`src/sv/ccpp_pkg.sv`:
```
// types and constants shared by the constant pool parser
// parse phase, tag codes, result kinds and the result record
// depends on nothing
`default_nettype none

package ccpp_pkg;

    typedef enum logic [2:0] {
        PH_IDLE,
        PH_COUNT,
        PH_TAG,
        PH_FIELDS,
        PH_TLEN,
        PH_TEXT,
        PH_HALT
    } phase_t;

    typedef enum logic [2:0] {
        KIND_FIXED = 3'd0,
        KIND_THEAD = 3'd1,
        KIND_TBYTE = 3'd2,
        KIND_EMPTY = 3'd3,
        KIND_ERROR = 3'd4
    } kind_t;

    localparam logic [7:0] TAG_UTF8   = 8'd1;
    localparam logic [7:0] TAG_INT    = 8'd3;
    localparam logic [7:0] TAG_CLASS  = 8'd7;
    localparam logic [7:0] TAG_FIELD  = 8'd9;
    localparam logic [7:0] TAG_METHOD = 8'd10;
    localparam logic [7:0] TAG_NAT    = 8'd12;

    // field byte counts of the fixed-size entries
    localparam logic [2:0] FIELD_BYTES_SHORT = 3'd2;
    localparam logic [2:0] FIELD_BYTES_LONG  = 3'd4;

    localparam int unsigned M_TDATA_W = 104;

    typedef struct packed {
        kind_t       kind;
        logic [15:0] entry_index;
        logic [7:0]  tag;
        logic [15:0] first_index;
        logic [15:0] second_index;
        logic [31:0] int_value;
        logic [7:0]  text_byte;
        logic        text_end;
        logic        pool_end;
    } result_t;

endpackage

`default_nettype wire

```
`src/sv/class_constant_pool_parser.sv`:
```
// class-file constant pool parser, top level
// byte stream in, one record per finished entry or text byte out
// depends on ccpp_pkg
`default_nettype none

// Takes a constant pool one byte per transfer and accepts a byte in every
// cycle while s_tready is high. A byte with s_tuser high restarts the parser
// and is the high count byte; the pool then holds count minus one entries.
// Each entry gives records: fixed entries (Integer, Class, FieldRef, MethodRef,
// NameAndType) one record, Utf8 entries a header record with the length and
// then one record per text byte. A count of one gives an empty-pool record; a
// count of zero or an unknown tag gives an error record and the parser ignores
// bytes until the next restart. m_tlast marks the final record of the pool.
// The result side has an output register and a skid register, so s_tready only
// drops when both hold records that downstream has not taken.
module class_constant_pool_parser (
    input  wire logic                          aclk,
    input  wire logic                          aresetn,
    // input stream
    input  wire logic                          s_tvalid,
    output      logic                          s_tready,
    input  wire logic [7:0]                    s_tdata,  // [7:0] in_byte
    input  wire logic                          s_tuser,  // [0] start_pool
    // result stream
    output      logic                          m_tvalid,
    input  wire logic                          m_tready,
    // [15:0] entry_index, [23:16] tag, [39:24] first_index,
    // [55:40] second_index, [87:56] int_value, [95:88] text_byte,
    // [96] text_end, [103:97] zero
    output      logic [ccpp_pkg::M_TDATA_W-1:0] m_tdata,
    output      logic [2:0]                    m_tuser,  // [2:0] kind
    output      logic                          m_tlast   // pool_end
);

    // parser state
    ccpp_pkg::phase_t phase_reg, phase_next;
    logic [2:0]       field_byte_count_reg, field_byte_count_next;
    logic [7:0]       current_tag_reg, current_tag_next;
    logic [15:0]      entries_total_reg, entries_total_next;
    logic [15:0]      entry_number_reg, entry_number_next;
    logic [15:0]      text_left_reg, text_left_next;
    logic [31:0]      field_shift_reg, field_shift_next;

    // output register and skid register
    logic              out_valid_reg, out_valid_next;
    ccpp_pkg::result_t out_data_reg, out_data_next;
    logic              skid_valid_reg, skid_valid_next;
    ccpp_pkg::result_t skid_data_reg, skid_data_next;

    // record from the current byte
    logic              res_valid;
    ccpp_pkg::result_t res;

    logic        s_accept;
    logic        m_pop;
    logic        push;
    logic [7:0]  in_byte;
    logic        start_pool;
    logic [31:0] shift_in;       // accumulator with the new byte shifted in
    logic [2:0]  count_inc;
    logic [15:0] pool_count;
    logic [15:0] entry_inc;
    logic [15:0] text_dec;
    logic        last_entry;     // current entry is the final one
    logic        tag_known;
    logic [2:0]  field_need;

    assign in_byte    = s_tdata;
    assign start_pool = s_tuser;
    assign s_tready   = !skid_valid_reg;
    assign s_accept   = s_tvalid && s_tready;
    assign m_pop      = out_valid_reg && m_tready;
    assign push       = s_accept && res_valid;

    assign shift_in   = {field_shift_reg[23:0], in_byte};
    assign count_inc  = field_byte_count_reg + 3'd1;
    assign pool_count = {field_shift_reg[7:0], in_byte};
    assign entry_inc  = entry_number_reg + 16'd1;
    assign text_dec   = text_left_reg - 16'd1;
    assign last_entry = entry_number_reg >= entries_total_reg;

    always_comb begin
        tag_known = in_byte inside {ccpp_pkg::TAG_INT, ccpp_pkg::TAG_CLASS,
                                    ccpp_pkg::TAG_FIELD, ccpp_pkg::TAG_METHOD,
                                    ccpp_pkg::TAG_NAT};
        if (current_tag_reg inside {ccpp_pkg::TAG_INT, ccpp_pkg::TAG_FIELD,
                                    ccpp_pkg::TAG_METHOD, ccpp_pkg::TAG_NAT}) begin
            field_need = ccpp_pkg::FIELD_BYTES_LONG;
        end else begin
            field_need = ccpp_pkg::FIELD_BYTES_SHORT;
        end
    end

    // next state of the parser
    always_comb begin
        phase_next            = phase_reg;
        field_byte_count_next = field_byte_count_reg;
        current_tag_next      = current_tag_reg;
        entries_total_next    = entries_total_reg;
        entry_number_next     = entry_number_reg;
        text_left_next        = text_left_reg;
        field_shift_next      = field_shift_reg;

        if (s_accept) begin
            if (start_pool) begin
                // restart: drop everything, keep the high count byte
                phase_next            = ccpp_pkg::PH_COUNT;
                field_byte_count_next = 3'd0;
                current_tag_next      = 8'd0;
                entries_total_next    = 16'd0;
                entry_number_next     = 16'd0;
                text_left_next        = 16'd0;
                field_shift_next      = {24'd0, in_byte};
            end else begin
                case (phase_reg)
                    ccpp_pkg::PH_COUNT: begin
                        field_shift_next   = 32'd0;
                        entries_total_next = pool_count - 16'd1;
                        entry_number_next  = 16'd0;
                        if (pool_count == 16'd0) begin
                            phase_next = ccpp_pkg::PH_HALT;
                        end else if (pool_count == 16'd1) begin
                            phase_next = ccpp_pkg::PH_IDLE;
                        end else begin
                            phase_next = ccpp_pkg::PH_TAG;
                        end
                    end
                    ccpp_pkg::PH_TAG: begin
                        entry_number_next     = entry_inc;
                        current_tag_next      = in_byte;
                        field_shift_next      = 32'd0;
                        field_byte_count_next = 3'd0;
                        if (in_byte == ccpp_pkg::TAG_UTF8) begin
                            phase_next = ccpp_pkg::PH_TLEN;
                        end else if (tag_known) begin
                            phase_next = ccpp_pkg::PH_FIELDS;
                        end else begin
                            phase_next = ccpp_pkg::PH_HALT;
                        end
                    end
                    ccpp_pkg::PH_FIELDS: begin
                        if (count_inc < field_need) begin
                            field_shift_next      = shift_in;
                            field_byte_count_next = count_inc;
                        end else begin
                            field_shift_next      = 32'd0;
                            field_byte_count_next = 3'd0;
                            phase_next = last_entry ? ccpp_pkg::PH_IDLE : ccpp_pkg::PH_TAG;
                        end
                    end
                    ccpp_pkg::PH_TLEN: begin
                        if (count_inc < ccpp_pkg::FIELD_BYTES_SHORT) begin
                            field_shift_next      = shift_in;
                            field_byte_count_next = count_inc;
                        end else begin
                            field_shift_next      = 32'd0;
                            field_byte_count_next = 3'd0;
                            text_left_next        = shift_in[15:0];
                            if (shift_in[15:0] != 16'd0) begin
                                phase_next = ccpp_pkg::PH_TEXT;
                            end else begin
                                phase_next = last_entry ? ccpp_pkg::PH_IDLE
                                                        : ccpp_pkg::PH_TAG;
                            end
                        end
                    end
                    ccpp_pkg::PH_TEXT: begin
                        text_left_next = text_dec;
                        if (text_dec == 16'd0) begin
                            phase_next = last_entry ? ccpp_pkg::PH_IDLE : ccpp_pkg::PH_TAG;
                        end
                    end
                    default: begin
                        // idle or halted: bytes are dropped
                    end
                endcase
            end
        end
    end

    // record produced by the current byte
    always_comb begin
        res_valid = 1'b0;
        res       = '0;
        if (!start_pool) begin
            case (phase_reg)
                ccpp_pkg::PH_COUNT: begin
                    if (pool_count == 16'd0) begin
                        res_valid    = 1'b1;
                        res.kind     = ccpp_pkg::KIND_ERROR;
                        res.pool_end = 1'b1;
                    end else if (pool_count == 16'd1) begin
                        res_valid    = 1'b1;
                        res.kind     = ccpp_pkg::KIND_EMPTY;
                        res.pool_end = 1'b1;
                    end
                end
                ccpp_pkg::PH_TAG: begin
                    if (in_byte != ccpp_pkg::TAG_UTF8 && !tag_known) begin
                        res_valid       = 1'b1;
                        res.kind        = ccpp_pkg::KIND_ERROR;
                        res.entry_index = entry_inc;
                        res.tag         = in_byte;
                        res.pool_end    = 1'b1;
                    end
                end
                ccpp_pkg::PH_FIELDS: begin
                    if (count_inc >= field_need) begin
                        res_valid       = 1'b1;
                        res.kind        = ccpp_pkg::KIND_FIXED;
                        res.entry_index = entry_number_reg;
                        res.tag         = current_tag_reg;
                        res.pool_end    = last_entry;
                        if (current_tag_reg == ccpp_pkg::TAG_INT) begin
                            res.int_value = shift_in;
                        end else if (current_tag_reg == ccpp_pkg::TAG_CLASS) begin
                            res.first_index = shift_in[15:0];
                        end else begin
                            res.first_index  = shift_in[31:16];
                            res.second_index = shift_in[15:0];
                        end
                    end
                end
                ccpp_pkg::PH_TLEN: begin
                    if (count_inc >= ccpp_pkg::FIELD_BYTES_SHORT) begin
                        res_valid       = 1'b1;
                        res.kind        = ccpp_pkg::KIND_THEAD;
                        res.entry_index = entry_number_reg;
                        res.tag         = current_tag_reg;
                        res.first_index = shift_in[15:0];
                        // empty text closes the entry on the header
                        res.pool_end    = (shift_in[15:0] == 16'd0) && last_entry;
                    end
                end
                ccpp_pkg::PH_TEXT: begin
                    res_valid       = 1'b1;
                    res.kind        = ccpp_pkg::KIND_TBYTE;
                    res.entry_index = entry_number_reg;
                    res.tag         = current_tag_reg;
                    res.text_byte   = in_byte;
                    res.text_end    = text_dec == 16'd0;
                    res.pool_end    = (text_dec == 16'd0) && last_entry;
                end
                default: begin
                    res_valid = 1'b0;
                end
            endcase
        end
    end

    // output register with skid stage; pushes only arrive while the skid is empty
    always_comb begin
        out_valid_next  = out_valid_reg;
        out_data_next   = out_data_reg;
        skid_valid_next = skid_valid_reg;
        skid_data_next  = skid_data_reg;
        if (push) begin
            if (!out_valid_reg || m_pop) begin
                out_valid_next = 1'b1;
                out_data_next  = res;
            end else begin
                skid_valid_next = 1'b1;
                skid_data_next  = res;
            end
        end else if (m_pop) begin
            if (skid_valid_reg) begin
                out_data_next   = skid_data_reg;
                skid_valid_next = 1'b0;
            end else begin
                out_valid_next = 1'b0;
            end
        end
    end

    always_ff @(posedge aclk) begin
        if (!aresetn) begin
            phase_reg            <= ccpp_pkg::PH_IDLE;
            field_byte_count_reg <= 3'd0;
            current_tag_reg      <= 8'd0;
            entries_total_reg    <= 16'd0;
            entry_number_reg     <= 16'd0;
            text_left_reg        <= 16'd0;
            field_shift_reg      <= 32'd0;
            out_valid_reg        <= 1'b0;
            skid_valid_reg       <= 1'b0;
        end else begin
            phase_reg            <= phase_next;
            field_byte_count_reg <= field_byte_count_next;
            current_tag_reg      <= current_tag_next;
            entries_total_reg    <= entries_total_next;
            entry_number_reg     <= entry_number_next;
            text_left_reg        <= text_left_next;
            field_shift_reg      <= field_shift_next;
            out_valid_reg        <= out_valid_next;
            skid_valid_reg       <= skid_valid_next;
        end
    end

    // record payload needs no reset
    always_ff @(posedge aclk) begin
        out_data_reg  <= out_data_next;
        skid_data_reg <= skid_data_next;
    end

    assign m_tvalid = out_valid_reg;
    assign m_tuser  = out_data_reg.kind;
    assign m_tlast  = out_data_reg.pool_end;
    assign m_tdata  = {7'd0,
                       out_data_reg.text_end,
                       out_data_reg.text_byte,
                       out_data_reg.int_value,
                       out_data_reg.second_index,
                       out_data_reg.first_index,
                       out_data_reg.tag,
                       out_data_reg.entry_index};

`ifndef NO_ASSERTIONS
    // skid only fills behind a held output record
    assert property (@(posedge aclk) disable iff (!aresetn)
        skid_valid_reg |-> out_valid_reg)
        else $error("skid register holds a record while output is empty");

    // an error record halts the parser unless a restart comes
    assert property (@(posedge aclk) disable iff (!aresetn)
        (push && res.kind == ccpp_pkg::KIND_ERROR) |=> phase_reg == ccpp_pkg::PH_HALT)
        else $error("parser not halted after an error record");

    // text counter is empty outside a text payload
    assert property (@(posedge aclk) disable iff (!aresetn)
        (phase_reg != ccpp_pkg::PH_TEXT) |-> text_left_reg == 16'd0)
        else $error("text byte counter left nonzero outside text payload");

    // field byte count never reaches the longest field size
    assert property (@(posedge aclk) disable iff (!aresetn)
        field_byte_count_reg < ccpp_pkg::FIELD_BYTES_LONG)
        else $error("field byte count out of range");
`endif

endmodule

`default_nettype wire
```
`config.mk`:
```
export PLATFORM = sky130hd
export DESIGN_NAME = class_constant_pool_parser
export DESIGN_NICKNAME = d
export VERILOG_FILES = /design/src/sv/ccpp_pkg.sv /design/src/sv/class_constant_pool_parser.sv
export SDC_FILE = /design/constraint.sdc
export NUM_CORES = 1
export LEC_CHECK = 0
export ABC_AREA = 1
export BUFFER_PORTS_ARGS = -buffer_cell sky130_fd_sc_hd__buf_2
export CAP_MARGIN = 25
export CORE_MARGIN = 8
export CORE_UTILIZATION = 40
export CTS_CLUSTER_SIZE = 16
export DETAILED_ROUTE_END_ITERATION = 10
export REMOVE_ABC_BUFFERS = 1
export SYNTH_ARGS = -nofsm -noshare
export SYNTH_HDL_FRONTEND = slang
export SYNTH_SLANG_ARGS = --single-unit
```
`constraint.sdc`:
```
create_clock -name aclk -period 13.8 [get_ports aclk]
set_input_delay 1.38 -clock aclk [delete_from_list [all_inputs] [get_ports aclk]]
set_output_delay 1.38 -clock aclk [all_outputs]
set_load 0.01 [all_outputs]
```
==> After elaboration in Yosys (flattened, before gate mapping) <==
Cells that the tools add are included.
{ "totals": {"ramBits": 0, "mem_bits_ro": 0, "reg_bits": 290, "input_bits": 13, "mem_count": 0, "latchBits": 0} }
{ "op_classes": {"mul": 0, "n_reduce_logical": 36, "eq_ne": 24, "bitwise": 1, "div": 0, "muxes": 65, "addsub": 4, "n_shift": 0, "n_lt_le_gt_ge": 5} }
{ "op_table": {"columns": ["op", "n"], "rows": [
  ["$mux W101", 5],
  ["$mux W16", 7],
  ["$pmux W16 S2", 3],
  ["$pmux W24 S4", 1],
  ["$mux W88", 1],
  ["$mux W24", 3],
  ["$pmux W24 S3", 1],
  ["$mux W32", 2],
  ["$eq A8 B4 Y1 const B", 6],
  ["$mux W48", 1],
  ["$mux W41", 1],
  ["$mux W3", 13],
  ["$logic_not A16 Y1", 2],
  ["$sub A16 B1 Y16 const B", 2],
  ["$pmux W3 S5", 2],
  ["$mux W27", 1],
  ["$add A16 B1 Y16 const B", 1],
  ["$eq A16 B1 Y1 const B", 1],
  ["$eq A8 B2 Y1 const B", 2],
  ["$eq A8 B3 Y1 const B", 2],
  ["$ge A16 B16 Y1", 1],
  ["$mux W8", 2],
  ["$reduce_bool A16 Y1", 1],
  ["$mux W1", 15],
  ["30 further kinds", 59]
]} }

==> Depth between registers and ports, before layout <==
Gate-level depths: netlist of run 1.
{ "depth": {"ltp_word": 10, "depth_mapped": 19, "mapped_depth_nobuf": 17} }

==> Worst setup path after synthesis of run 1 <==
OpenSTA, ideal clock, no wires.
{ "synth_timing": {"kind": "input to register", "start": "input port s_tdata[0]", "end": "register out_data_reg (netlist bit m_tdata[0]), enable pin", "t_arrival_ps": 5025, "setup_time_ps": 468, "slack_ps": 8307, "required_time_ps": 13332, "path_stages": 13, "cell_sequence": "inv_1 ha_1 nor3_1 o21ai_1 nand3_1 nand2_2 nand2_1 nor2_1 nand2_2 nand2_4 buf_4 o21ai_1 o21a_1"} }
{ "synth_via": {"elab_chain_cells": 10} }
{ "synth_rtl": {"columns": ["element", "line_no", "rtl"], "rows": [
  ["from (decl)", "class_constant_pool_parser.sv:22", "input wire logic [7:0] s_tdata,"],
  ["$eq A8 B2 Y1, or another cell as far along", "class_constant_pool_parser.sv:83", "tag_known = in_byte inside {ccpp_pkg::TAG_INT, ccpp_pkg::TAG_CLASS,"],
  ["$reduce_bool A5 Y1", "class_constant_pool_parser.sv:83", null],
  ["$logic_not A1 Y1", "class_constant_pool_parser.sv:199", "if (in_byte != ccpp_pkg::TAG_UTF8 && !tag_known) begin"],
  ["$logic_and A1 B1 Y1", "class_constant_pool_parser.sv:199", null],
  ["$mux W1", "class_constant_pool_parser.sv:199", null],
  ["$pmux W1 S5 (*)", "class_constant_pool_parser.sv:186", "case (phase_reg)"],
  ["$mux W1 (*)", "class_constant_pool_parser.sv:185", "if (!start_pool) begin"],
  ["$logic_and A1 B1 Y1 (*)", "class_constant_pool_parser.sv:73", "assign push = s_accept && res_valid;"],
  ["$ne A2 B1 Y1 (no source line) / $reduce_bool A2 Y1 (equally long branches)", null, null],
  ["$reduce_and A3 Y1 (no source line) (*)", null, null],
  ["to (signal assigned)", "class_constant_pool_parser.sv:301", "out_data_reg <= out_data_next;"],
  ["to (decl)", "class_constant_pool_parser.sv:46", "ccpp_pkg::result_t out_data_reg, out_data_next;"]
]} }
Every way passes the cells marked *; elsewhere a longest branch is shown, timed or not.
A chain may end at the register's enable or synchronous reset.

==> Final worst setup path of run 1 <==
{ "layout_timing": {"start": "register current_tag_reg[7]", "end": "register skid_data_reg[38] in the netlist's numbering, enable pin"} }
{ "layout_via": {"elab_chain_cells": 9} }
{ "layout_rtl": {"columns": ["element", "line_no", "rtl"], "rows": [
  ["from (decl)", "class_constant_pool_parser.sv:38", "logic [7:0] current_tag_reg, current_tag_next;"],
  ["from (signal assigned)", "class_constant_pool_parser.sv:289", "current_tag_reg <= current_tag_next;"],
  ["$eq A8 B2 Y1 / $eq A8 B4 Y1 (equally long branches)", "class_constant_pool_parser.sv:86", "if (current_tag_reg inside {ccpp_pkg::TAG_INT, ccpp_pkg::TAG_FIELD,"],
  ["$reduce_bool A4 Y1 (*)", "class_constant_pool_parser.sv:86", null],
  ["$mux W3 (*)", "class_constant_pool_parser.sv:86", null],
  ["$ge A3 B3 Y1 (*)", "class_constant_pool_parser.sv:208", "if (count_inc >= field_need) begin"],
  ["$mux W1 (*)", "class_constant_pool_parser.sv:208", null],
  ["$pmux W1 S5 (*)", "class_constant_pool_parser.sv:186", null],
  ["$mux W1 (*)", "class_constant_pool_parser.sv:185", null],
  ["$logic_and A1 B1 Y1 (*)", "class_constant_pool_parser.sv:73", null],
  ["$reduce_and A2 Y1 (no source line) (*)", null, null],
  ["to (signal assigned)", "class_constant_pool_parser.sv:302", "skid_data_reg <= skid_data_next;"],
  ["to (decl)", "class_constant_pool_parser.sv:48", "ccpp_pkg::result_t skid_data_reg, skid_data_next;"]
]} }
Marks and branches as above.

==> results.py, run 1 <==
metrics = {
    "global_routing": {
        "grt_pass1_vias": 11300,
        "grt_max_degree": 93,
        "antenna_found_initial": 1,
        "grt.overflow.total": 0,
        "grt_usage_pct": 18.8,
        "grt_pass1_wl_um": 62600,
    },
    "detailed_routing": {
        "wl_per_cell_um": 17.7,
        "vias_per_cell": 5.14,
        "first_pass_iters": 7,
        "drc": 0,
        "vias": 11500,
        "drtAntennaViolNets": 0,
        "routed_wl_um": 39500,
        "drt_iter0_markers": 745,
    },
    "finish": {
        "finalCoreUtilization_pct": 46.6,
        "drive_gt1_share_pct": 11.6,
        "largest_reg_flops": 101,
        "fin_nets": 1797,
        "fin_area_um2": 16100,
        "area_growth_syn_to_layout_pct": 14.6,
    },
    "worst_setup_path": {
        "path_max_fanout": 56,
        "crit_chain": "nor2_1, nand3_1, inv_1, nand3_1, nor2_1, a41oi_1, ha_1, inv_1, o21bai_1, a31oi_1, nor2_2, nor3_4, nand2_2, nand2_4, inv_4, nand2_1, inv_4, buf_4",
        "critPathCaptureType": "flip-flop",
        "crit_slowest_cell": "buf_4",
        "worstSetupPathType": "flip-flop to flip-flop",
        "cp.arrival_ns": 4.65,
        "critical_path.max_stage_delay_ns": 0.67,
        "start_kind": "flip-flop",
        "crit_required_ns": 13.94,
        "crit_family": "buffers and inverters",
        "crit_buf_inv": 5,
    },
    "die": {
        "num_rows": 68,
        "die_area_um2": 41400,
        "start_util_pct": 40.7,
        "core-area_um2": 34500,
        "die_x_um": 203,
        "die_h_um": 203,
        "num_io_pins": 123,
    },
    "clocking": {
        "htreeDepth": 2,
        "root_buffer": "clkbuf_16",
        "ctsHoldBuffers": 0,
        "ctsResizeCount": 0,
        "clkLatencyLatePin_ns": 0.51,
        "tritoncts": "done",
        "cts-buffers-inserted": 34,
        "clock-sinks": 290,
        "clockBufferDepth": 3,
        "clkSlewWorstSetupHoldPaths_ns": 0.06,
        "post-cts-setup-buffer-count": 0,
    },
    "power": {
        "combPwrFrac_pct": 8.7,
        "p_leak_nw": 6.50,
        "p_per_area_nw_per_um2": 128,
        "irDropWorstVdd_mv": 0.0797,
        "clkPwrFrac_pct": 45.4,
        "netSwitchingPower_w": 0.000496,
        "p_int_w": 0.00157,
        "sw_frac_of_total_pct": 24.0,
        "p_seq_share_pct": 45.9,
    },
    "logic_synthesis": {
        "async_flop_share_pct": 0,
        "synth_cell_types": 46,
        "ys.flop_type": "edfxtp_1",
        "synth_edf_count": 202,
        "synthCells": 1660,
        "ys_warn_count": 0,
        "synth-seq-cells": 290,
        "synth-seq-area-share_pct": 55.7,
        "synth_area_um2": 14100,
        "syn_area_per_cell_um2": 8.47,
    },
    "sta": {
        "slew_viol_final": 0,
        "finalClockSkew_ns": 0.0249,
        "setup_viol": 0,
        "grt_setup_unrepaired": "false",
        "setup_tns_ns": 0,
        "worst_pin_slew_ns": 0.981,
        "fin_ws_ns": 9.29,
        "hold_viol": 0,
        "holdWs_ns": 0.471,
        "max_freq_ghz": 0.222,
        "timing.final.crit_share_pct": 32.7,
        "fin_crit_ns": 4.51,
        "maxSlewHeadroom_pct": 34.6,
    },
    "placement": {
        "place_area_um2": 14900,
        "place_congestion": 0.918,
        "dp_hpwl_um": 27900,
        "portBuffers": 115,
        "place_ws_ns": 8.78,
    },
    "outcome": {
        "outcome": "finished, final reports clean",
    },
    "min_path": {
        "min_path_type": "flip-flop to flip-flop",
    },
    "run": {
        "cap_violations": 0,
    },
}
-- per-stage QoR --
| step | instances | total power [W] |
|---|---|---|
| after floorplan | 1593 | 0.00108 |
| after global placement | 2173 | 0.00114 |
| after detailed placement | 2174 | 0.00114 |
| after CTS | 2235 | 0.00208 |
| after global routing | 2236 | 0.00214 |
| final | 2236 | 0.00206 |
-- worst reg2reg max path, stage by stage (launching register included) --
cell and delay, ns:
dfxtp_1 0.32, nor2_1 0.10, nand3_1 0.08, inv_1 0.10
nand3_1 0.09, nor2_1 0.25, a41oi_1 0.17, ha_1 0.39
inv_1 0.04, o21bai_1 0.24, a31oi_1 0.17, nor2_2 0.25
nor3_4 0.11, nand2_2 0.12, nand2_4 0.13, inv_4 0.19
nand2_1 0.13, inv_4 0.50, buf_4 0.68
-- final timing paths --
| kind | to | slack (ns) | cells after the start | from |
|---|---|---|---|---|
| max reg2reg | skid_data_reg[38] | 9.29 | 18 | current_tag_reg[7] |
| min reg2reg | entries_total_reg[8] | 0.47 | 2 | entries_total_reg[8] |
| min | entries_total_reg[8] | 0.47 | 2 | entries_total_reg[8] |
| max | skid_data_reg[38] | 9.29 | 18 | current_tag_reg[7] |
-- area by class of cell --
class,instances,area (um^2)
diodes,1,2.50
clock buffers,47,971
clock inverters,14,200
fillers,3426,18400
inverters,153,579
multi-input cells,1150,5300
flip-flops and latches,290,7830
well taps,455,569
repair buffers,126,658
-- layout by cell type (no fill, tap or decap), types with 2 or more instances in the layout --
master,n
inv_2,7
ha_1,29
clkbuf_16,35
nor2_2,5
a211oi_1,5
nor4_1,3
a22oi_1,26
nor3_2,2
inv_4,3
buf_2,115
o22ai_1,13
bufinv_16,5
clkinv_1,4
nand3_1,55
o21ai_2,2
nand4_1,19
dfxtp_1,88
buf_4,11
nand2_1,543
a31oi_1,2
nand2_2,3
nor3_1,21
clkinv_2,7
o21ai_0,80
o21ai_1,6
a21oi_1,110
nor2_1,193
xor2_1,8
clkbuf_8,5
conb_1,7
inv_1,140
xnor2_1,2
nand3b_1,3
clkbuf_1,7
edfxtp_1,202
-- routing by layer --
layer / GRT usage, % / share of wire (%) / vias to the layer above
li1: - / - / 5668
met1: 23.7 / 43 / 5384
met2: 31.8 / 48 / 364
met3: 2.92 / 5.3 / 84
met4: 7.72 / 4.0 / 0
met5: 0 / 0 / -
-- power groups by stage --
stage | clock, W | sequential [W] | combinational (W)
6_report | 0.000938 | 0.000947 | 0.000180
5_1_grt | 0.000992 | 0.000948 | 0.000202
4_1_cts | 0.000957 | 0.000946 | 0.000179
3_5_place_dp | 0 | 0.000965 | 0.000178
3_3_place_gp | 0 | 0.000965 | 0.000178
2_1_floorplan | 0 | 0.000964 | 0.000117
-- cells by family (layout without fill, tap and decap cells) --
logic type / count (synthesis) / in the layout / synth area share (%)
flip-flops: 290 / 290 / 55.7
buffers and inverters: 226 / 340 / 6.78
AND/OR/NAND/NOR: 853 / 853 / 24.4
XOR/XNOR: 11 / 11 / 0.739
adder cells (fa/ha/maj): 29 / 29 / 2.58
other: 1 / 8 / 0.0267
AO/OA/AOI/OAI: 250 / 250 / 9.77
-- cells in the mapped netlist (2+ instances only) --
| cell type | number | area (um^2) |
|---|---|---|
| a211oi_1 | 5 | 37.5 |
| a21oi_1 | 110 | 551 |
| a22oi_1 | 26 | 195 |
| a31oi_1 | 2 | 12.5 |
| buf_1 | 2 | 7.51 |
| buf_2 | 22 | 110 |
| buf_4 | 8 | 60.1 |
| buf_6 | 6 | 67.6 |
| clkbuf_1 | 35 | 131 |
| clkinv_1 | 4 | 15.0 |
| dfxtp_1 | 88 | 1760 |
| edfxtp_1 | 202 | 6070 |
| ha_1 | 29 | 363 |
| inv_1 | 141 | 529 |
| inv_2 | 7 | 26.3 |
| nand2_1 | 543 | 2040 |
| nand2_2 | 3 | 18.8 |
| nand3_1 | 55 | 275 |
| nand3b_1 | 3 | 22.5 |
| nand4_1 | 19 | 119 |
| nor2_1 | 193 | 724 |
| nor2_2 | 5 | 31.3 |
| nor3_1 | 21 | 105 |
| nor3_2 | 2 | 20.0 |
| nor4_1 | 3 | 18.8 |
| o21ai_0 | 80 | 400 |
| o21ai_1 | 6 | 30.0 |
| o21ai_2 | 2 | 17.5 |
| o22ai_1 | 13 | 81.3 |
| xnor2_1 | 2 | 17.5 |
| xor2_1 | 8 | 70.1 |
No activity file was read; power rests on OpenSTA's default activity.
==> run 2, diff against run 1 <==
clock period = 4.5 ns   (was 13.8 ns; I/O delays follow)
==> results.py, run 2 (synthesized netlist as in run 1, its figures left out) <==
metrics = {
    "outcome": {
        "outcome": "finished, final reports clean",
    },
    "power": {
        "irDropWorstVdd_mv": 0.287,
        "p_leak_nw": 6.47,
        "p_per_area_nw_per_um2": 378,
    },
    "sta": {
        "timing.final.crit_share_pct": 86.5,
        "worst_pin_slew_ns": 0.957,
        "setup_tns_ns": 0,
        "setup_viol": 0,
        "maxSlewHeadroom_pct": 36.2,
        "finalClockSkew_ns": 0.0221,
        "max_freq_ghz": 0.257,
        "slew_viol_final": 0,
        "holdWs_ns": 0.276,
        "hold_viol": 0,
        "fin_crit_ns": 3.89,
        "fin_ws_ns": 0.608,
        "grt_setup_unrepaired": "false",
    },
    "global_routing": {
        "antenna_found_initial": 0,
        "grt_max_degree": 73,
        "grt_pass1_vias": 11100,
        "grt_pass1_wl_um": 59800,
        "grt_usage_pct": 17.7,
        "grt.overflow.total": 0,
    },
    "finish": {
        "antenna_cells": 0,
        "area_growth_syn_to_layout_pct": 14.3,
        "largest_reg_flops": 101,
        "mostFrequentLayoutCell": "nand2_1",
        "instances_no_fill": 2239,
        "fin_nets": 1802,
        "fin_area_um2": 16100,
        "drive_gt1_share_pct": 11.8,
        "most-common-layout-cells": "nand2_1 (543), edfxtp_1 (202), nor2_1 (193), inv_1 (140), buf_2 (115)",
    },
    "die": {
        "die_area_um2": 41400,
        "num_io_pins": 123,
        "die_x_um": 203,
        "start_util_pct": 40.7,
        "num_rows": 68,
        "core-area_um2": 34500,
        "die_h_um": 203,
    },
    "detailed_routing": {
        "drt_iter0_markers": 739,
        "vias": 11300,
        "drtAntennaViolNets": 0,
        "drc": 0,
        "vias_per_cell": 5.06,
        "routed_wl_um": 37600,
        "wl_per_cell_um": 16.8,
        "first_pass_iters": 6,
    },
    "clocking": {
        "clkLatencyLatePin_ns": 0.57,
        "clkSlewWorstSetupHoldPaths_ns": 0.06,
        "ctsResizeCount": 0,
        "root_buffer": "clkbuf_16",
        "cts-buffers-inserted": 31,
        "tritoncts": "done",
        "clockBufferDepth": 3,
        "ctsHoldBuffers": 0,
        "post-cts-setup-buffer-count": 0,
        "clock-sinks": 290,
        "htreeDepth": 1,
    },
    "worst_setup_path": {
        "path_max_fanout": 63,
        "crit_required_ns": 4.76,
        "worstSetupPathType": "flip-flop to flip-flop",
        "start_kind": "flip-flop",
        "cp.arrival_ns": 4.15,
        "critPathCaptureType": "flip-flop",
    },
    "placement": {
        "place_area_um2": 15000,
        "place_inst": 2182,
        "portBuffers": 115,
        "place_congestion": 0.925,
        "place_ws_ns": 0.576,
        "dp_hpwl_um": 26200,
    },
    "min_path": {
        "min_path_type": "primary input to flip-flop",
    },
    "run": {
        "cap_violations": 0,
    },
}
==> run 2: changes by cell type in the layout (fill, tap and decap cells not counted), sizes merged <==
cell	before	now
buf	126	134
bufinv	5	4
clkbuf	47	43
clkinv	11	10
clkinvlp	0	2
diode	1	0
==> run 2: final timing paths <==
check | to | cells past startpoint | from | slack (ns)
setup reg to reg | m_tdata[7] | 17 | current_tag_reg[7] | 0.61
hold reg to reg | entries_total_reg[15] | 2 | entries_total_reg[15] | 0.46
setup / recovery | m_tdata[7] | 17 | current_tag_reg[7] | 0.61
hold / removal | skid_valid_reg | 4 | m_tready | 0.28
==> run 2: per-stage QoR <==
stage               power [W]  util (%)
global placement      0.00349      43.5
global route          0.00630      46.5
CTS                   0.00612      46.5
detailed placement    0.00349      43.5
floorplan             0.00331         -
finish                0.00607      46.5
==> run 2: cell type report <==
class                           instances  area, um^2
Timing Repair Buffer                  134         731
Tap cell                              455         569
Inverter                              153         579
Fill cell                            3423       18500
Clock buffer                           43         861
Sequential cell                       290        7830
Multi-Input combinational cell       1150        5300
Clock inverter                         14         186
==> run 2: routing by layer <==
metal | GRT usage [%] | share of wire (%)
met2 | 28.5 | 45
met4 | 8.86 | 4.7
met3 | 2.81 | 6.2
met1 | 23.1 | 44
met5 | 0 | 0
==> run 2: where the power goes <==
part,switching [W],internal [W]
clock network,0.00106,0.00157
registers,0.0000328,0.00287
logic,0.000397,0.000144
==> run 2: worst max-delay path: stages, from the launching register on <==
cell	delay, ns
dfxtp_1	0.33
nor2_1	0.11
nand3_1	0.08
inv_1	0.09
nand3_1	0.09
nor2_1	0.21
a41oi_1	0.11
ha_1	0.34
inv_1	0.04
o21bai_1	0.22
a31oi_1	0.14
nor2_2	0.22
nor3_4	0.10
nand2_2	0.11
nand2_4	0.07
o21ai_1	0.14
o21a_4	0.80
buf_4	0.36
==> run 3, diff against run 2 <==
RECOVER_POWER = 100   (was not set)
==> results.py, run 3 (synthesized netlist as in run 1, its figures left out) <==
metrics = {
    "clocking": {
        "clkLatencyLatePin_ns": 0.57,
        "clkSlewWorstSetupHoldPaths_ns": 0.06,
        "htreeDepth": 1,
        "clockBufferDepth": 3,
        "ctsHoldBuffers": 0,
        "ctsResizeCount": 0,
        "root_buffer": "clkbuf_16",
        "post-cts-setup-buffer-count": 0,
        "tritoncts": "done",
        "cts-buffers-inserted": 31,
        "clock-sinks": 290,
    },
    "finish": {
        "drive_gt1_share_pct": 5.44,
        "n_fill_cell": 3469,
        "antenna_cells": 0,
        "fin_nets": 1802,
        "most-common-layout-cells": "nand2_1 (543), edfxtp_1 (202), nor2_1 (196), inv_1 (142), clkbuf_1 (113)",
        "largest_reg_flops": 101,
        "mostFrequentLayoutCell": "nand2_1",
        "area_growth_syn_to_layout_pct": 13.0,
    },
    "detailed_routing": {
        "wl_per_cell_um": 16.8,
        "drtAntennaViolNets": 0,
        "drc": 0,
        "wl_met1_um": 16800,
        "dr_wl_met2_um": 16700,
        "wl_met3_um": 2310,
        "drt_iter0_markers": 812,
        "vias_per_cell": 5.07,
        "vias": 11400,
        "routed.top_layer": "met4",
        "first_pass_iters": 6,
        "routed_wl_um": 37700,
    },
    "global_routing": {
        "grt_max_degree": 73,
        "grt_pass1_wl_um": 59800,
        "grt.overflow.total": 0,
        "grt_pass1_vias": 11100,
        "antenna_found_initial": 0,
        "grt_usage_pct": 17.7,
    },
    "worst_setup_path": {
        "critical_path.max_stage_delay_ns": 0.53,
        "crit_family": "buffers and inverters",
        "crit_chain": "nor2_1, nand3_1, inv_1, nand3_1, nor2_1, a41oi_1, ha_1, inv_1, o21bai_1, a31oi_1, nor2_1, nor3_4, nand2_2, nand2_4, clkinvlp_2, nand2_1, inv_4, buf_6",
        "crit_buf_inv": 5,
        "crit_slowest_cell": "inv_4",
        "path_max_fanout": 56,
        "worstSetupPathType": "flip-flop to flip-flop",
        "critPathMostFrequentCell": "nor2_1",
        "start_kind": "flip-flop",
        "cp.arrival_ns": 4.19,
        "crit_required_ns": 4.69,
        "critPathCaptureType": "flip-flop",
    },
    "outcome": {
        "outcome": "complete, but fails checks",
        "violations": "max-capacitance violations, max-slew violations",
    },
    "placement": {
        "place_congestion": 0.925,
        "dp_hpwl_um": 26200,
        "portBuffers": 115,
        "place_ws_ns": 0.576,
    },
    "power": {
        "p_leak_nw": 6.16,
        "irDropWorstVdd_mv": 0.290,
        "power_w": 0.00606,
        "sw_frac_of_total_pct": 24.6,
        "netSwitchingPower_w": 0.00149,
        "p_seq_share_pct": 47.9,
        "combPwrFrac_pct": 8.8,
        "p_int_w": 0.00457,
        "p_per_area_nw_per_um2": 382,
        "clkPwrFrac_pct": 43.3,
    },
    "min_path": {
        "min_path_type": "primary input to flip-flop",
    },
    "die": {
        "num_io_pins": 123,
        "die_area_um2": 41400,
        "die_h_um": 203,
        "core-area_um2": 34500,
        "num_rows": 68,
        "die_x_um": 203,
        "start_util_pct": 40.7,
    },
    "sta": {
        "maxSlewHeadroom_pct": -0.558,
        "timing.final.crit_share_pct": 88.8,
        "grt_setup_unrepaired": "false",
        "fin_crit_ns": 4.00,
        "slew_viol_final": 33,
        "worst_pin_slew_ns": 1.51,
        "hold_viol": 0,
        "fin_ws_ns": 0.504,
        "setup_viol": 0,
        "max_freq_ghz": 0.250,
        "setup_tns_ns": 0,
        "finalClockSkew_ns": 0.0199,
    },
    "run": {
        "cap_violations": 1,
    },
}
==> run 3: cell types whose count changed in the layout (fill, tap and decap cells not counted), sizes merged <==
cell / change
clkbuf: +107
clkinvlp: +1
buf: -107
inv: -1
==> run 3: cell type report <==
type / instances / area (um^2) / area share [%]
flip-flops and latches: 290 / 7830 / 49.3
well taps: 455 / 569 / 3.58
clock buffers: 43 / 861 / 5.42
multi-input cells: 1150 / 5280 / 33.2
repair buffers: 134 / 583 / 3.67
inverters: 153 / 578 / 3.64
clock inverters: 14 / 186 / 1.17
==> run 3: through the flow <==
stage | cell area, um^2 | instances | hold WS [ns] | utilization, %
finish | 15900 | 2239 | 0.268 | 46.0
CTS | 16100 | 2239 | 0.244 | 46.5
global placement | 15000 | 2182 | 0.455 | 43.5
global route | 15900 | 2239 | 0.275 | 46.0
floorplan | 13700 | 1593 | 0.442 | -
detailed placement | 15000 | 2182 | 0.460 | 43.5
==> run 3: path summary, 6_finish.rpt <==
check / from / end / slack (ns) / cells past startpoint
setup reg to reg: current_tag_reg[7] / skid_data_reg[69] / 0.50 / 18
hold reg to reg: entries_total_reg[15] / entries_total_reg[15] / 0.47 / 2
hold / removal: m_tready / skid_valid_reg / 0.27 / 4
setup / recovery: current_tag_reg[7] / skid_data_reg[69] / 0.50 / 18
==> run 3: routing by layer <==
layer  track usage [%]  vias to the layer above
met3              2.81                      107
met2              28.5                      355
li1                  -                     5668
met4              8.86                        0
met1              23.1                     5223
met5                 0                        -
==> run 3: worst reg2reg max path: stages, from the launching register on <==
cell        delay [ns]
dfxtp_1           0.33
nor2_1            0.11
nand3_1           0.08
inv_1             0.09
nand3_1           0.09
nor2_1            0.21
a41oi_1           0.11
ha_1              0.34
inv_1             0.04
o21bai_1          0.18
a31oi_1           0.11
nor2_1            0.30
nor3_4            0.12
nand2_2           0.15
nand2_4           0.07
clkinvlp_2        0.09
nand2_1           0.10
inv_4             0.53
buf_6             0.52
==> run 3: power groups by stage <==
stage,logic (W),clock network (W),registers [W]
3_3_place_gp,0.000532,0,0.00296
4_1_cts,0.000537,0.00268,0.00290
3_5_place_dp,0.000534,0,0.00296
6_report,0.000533,0.00263,0.00290
2_1_floorplan,0.000357,0,0.00296
5_1_grt,0.000606,0.00278,0.00291
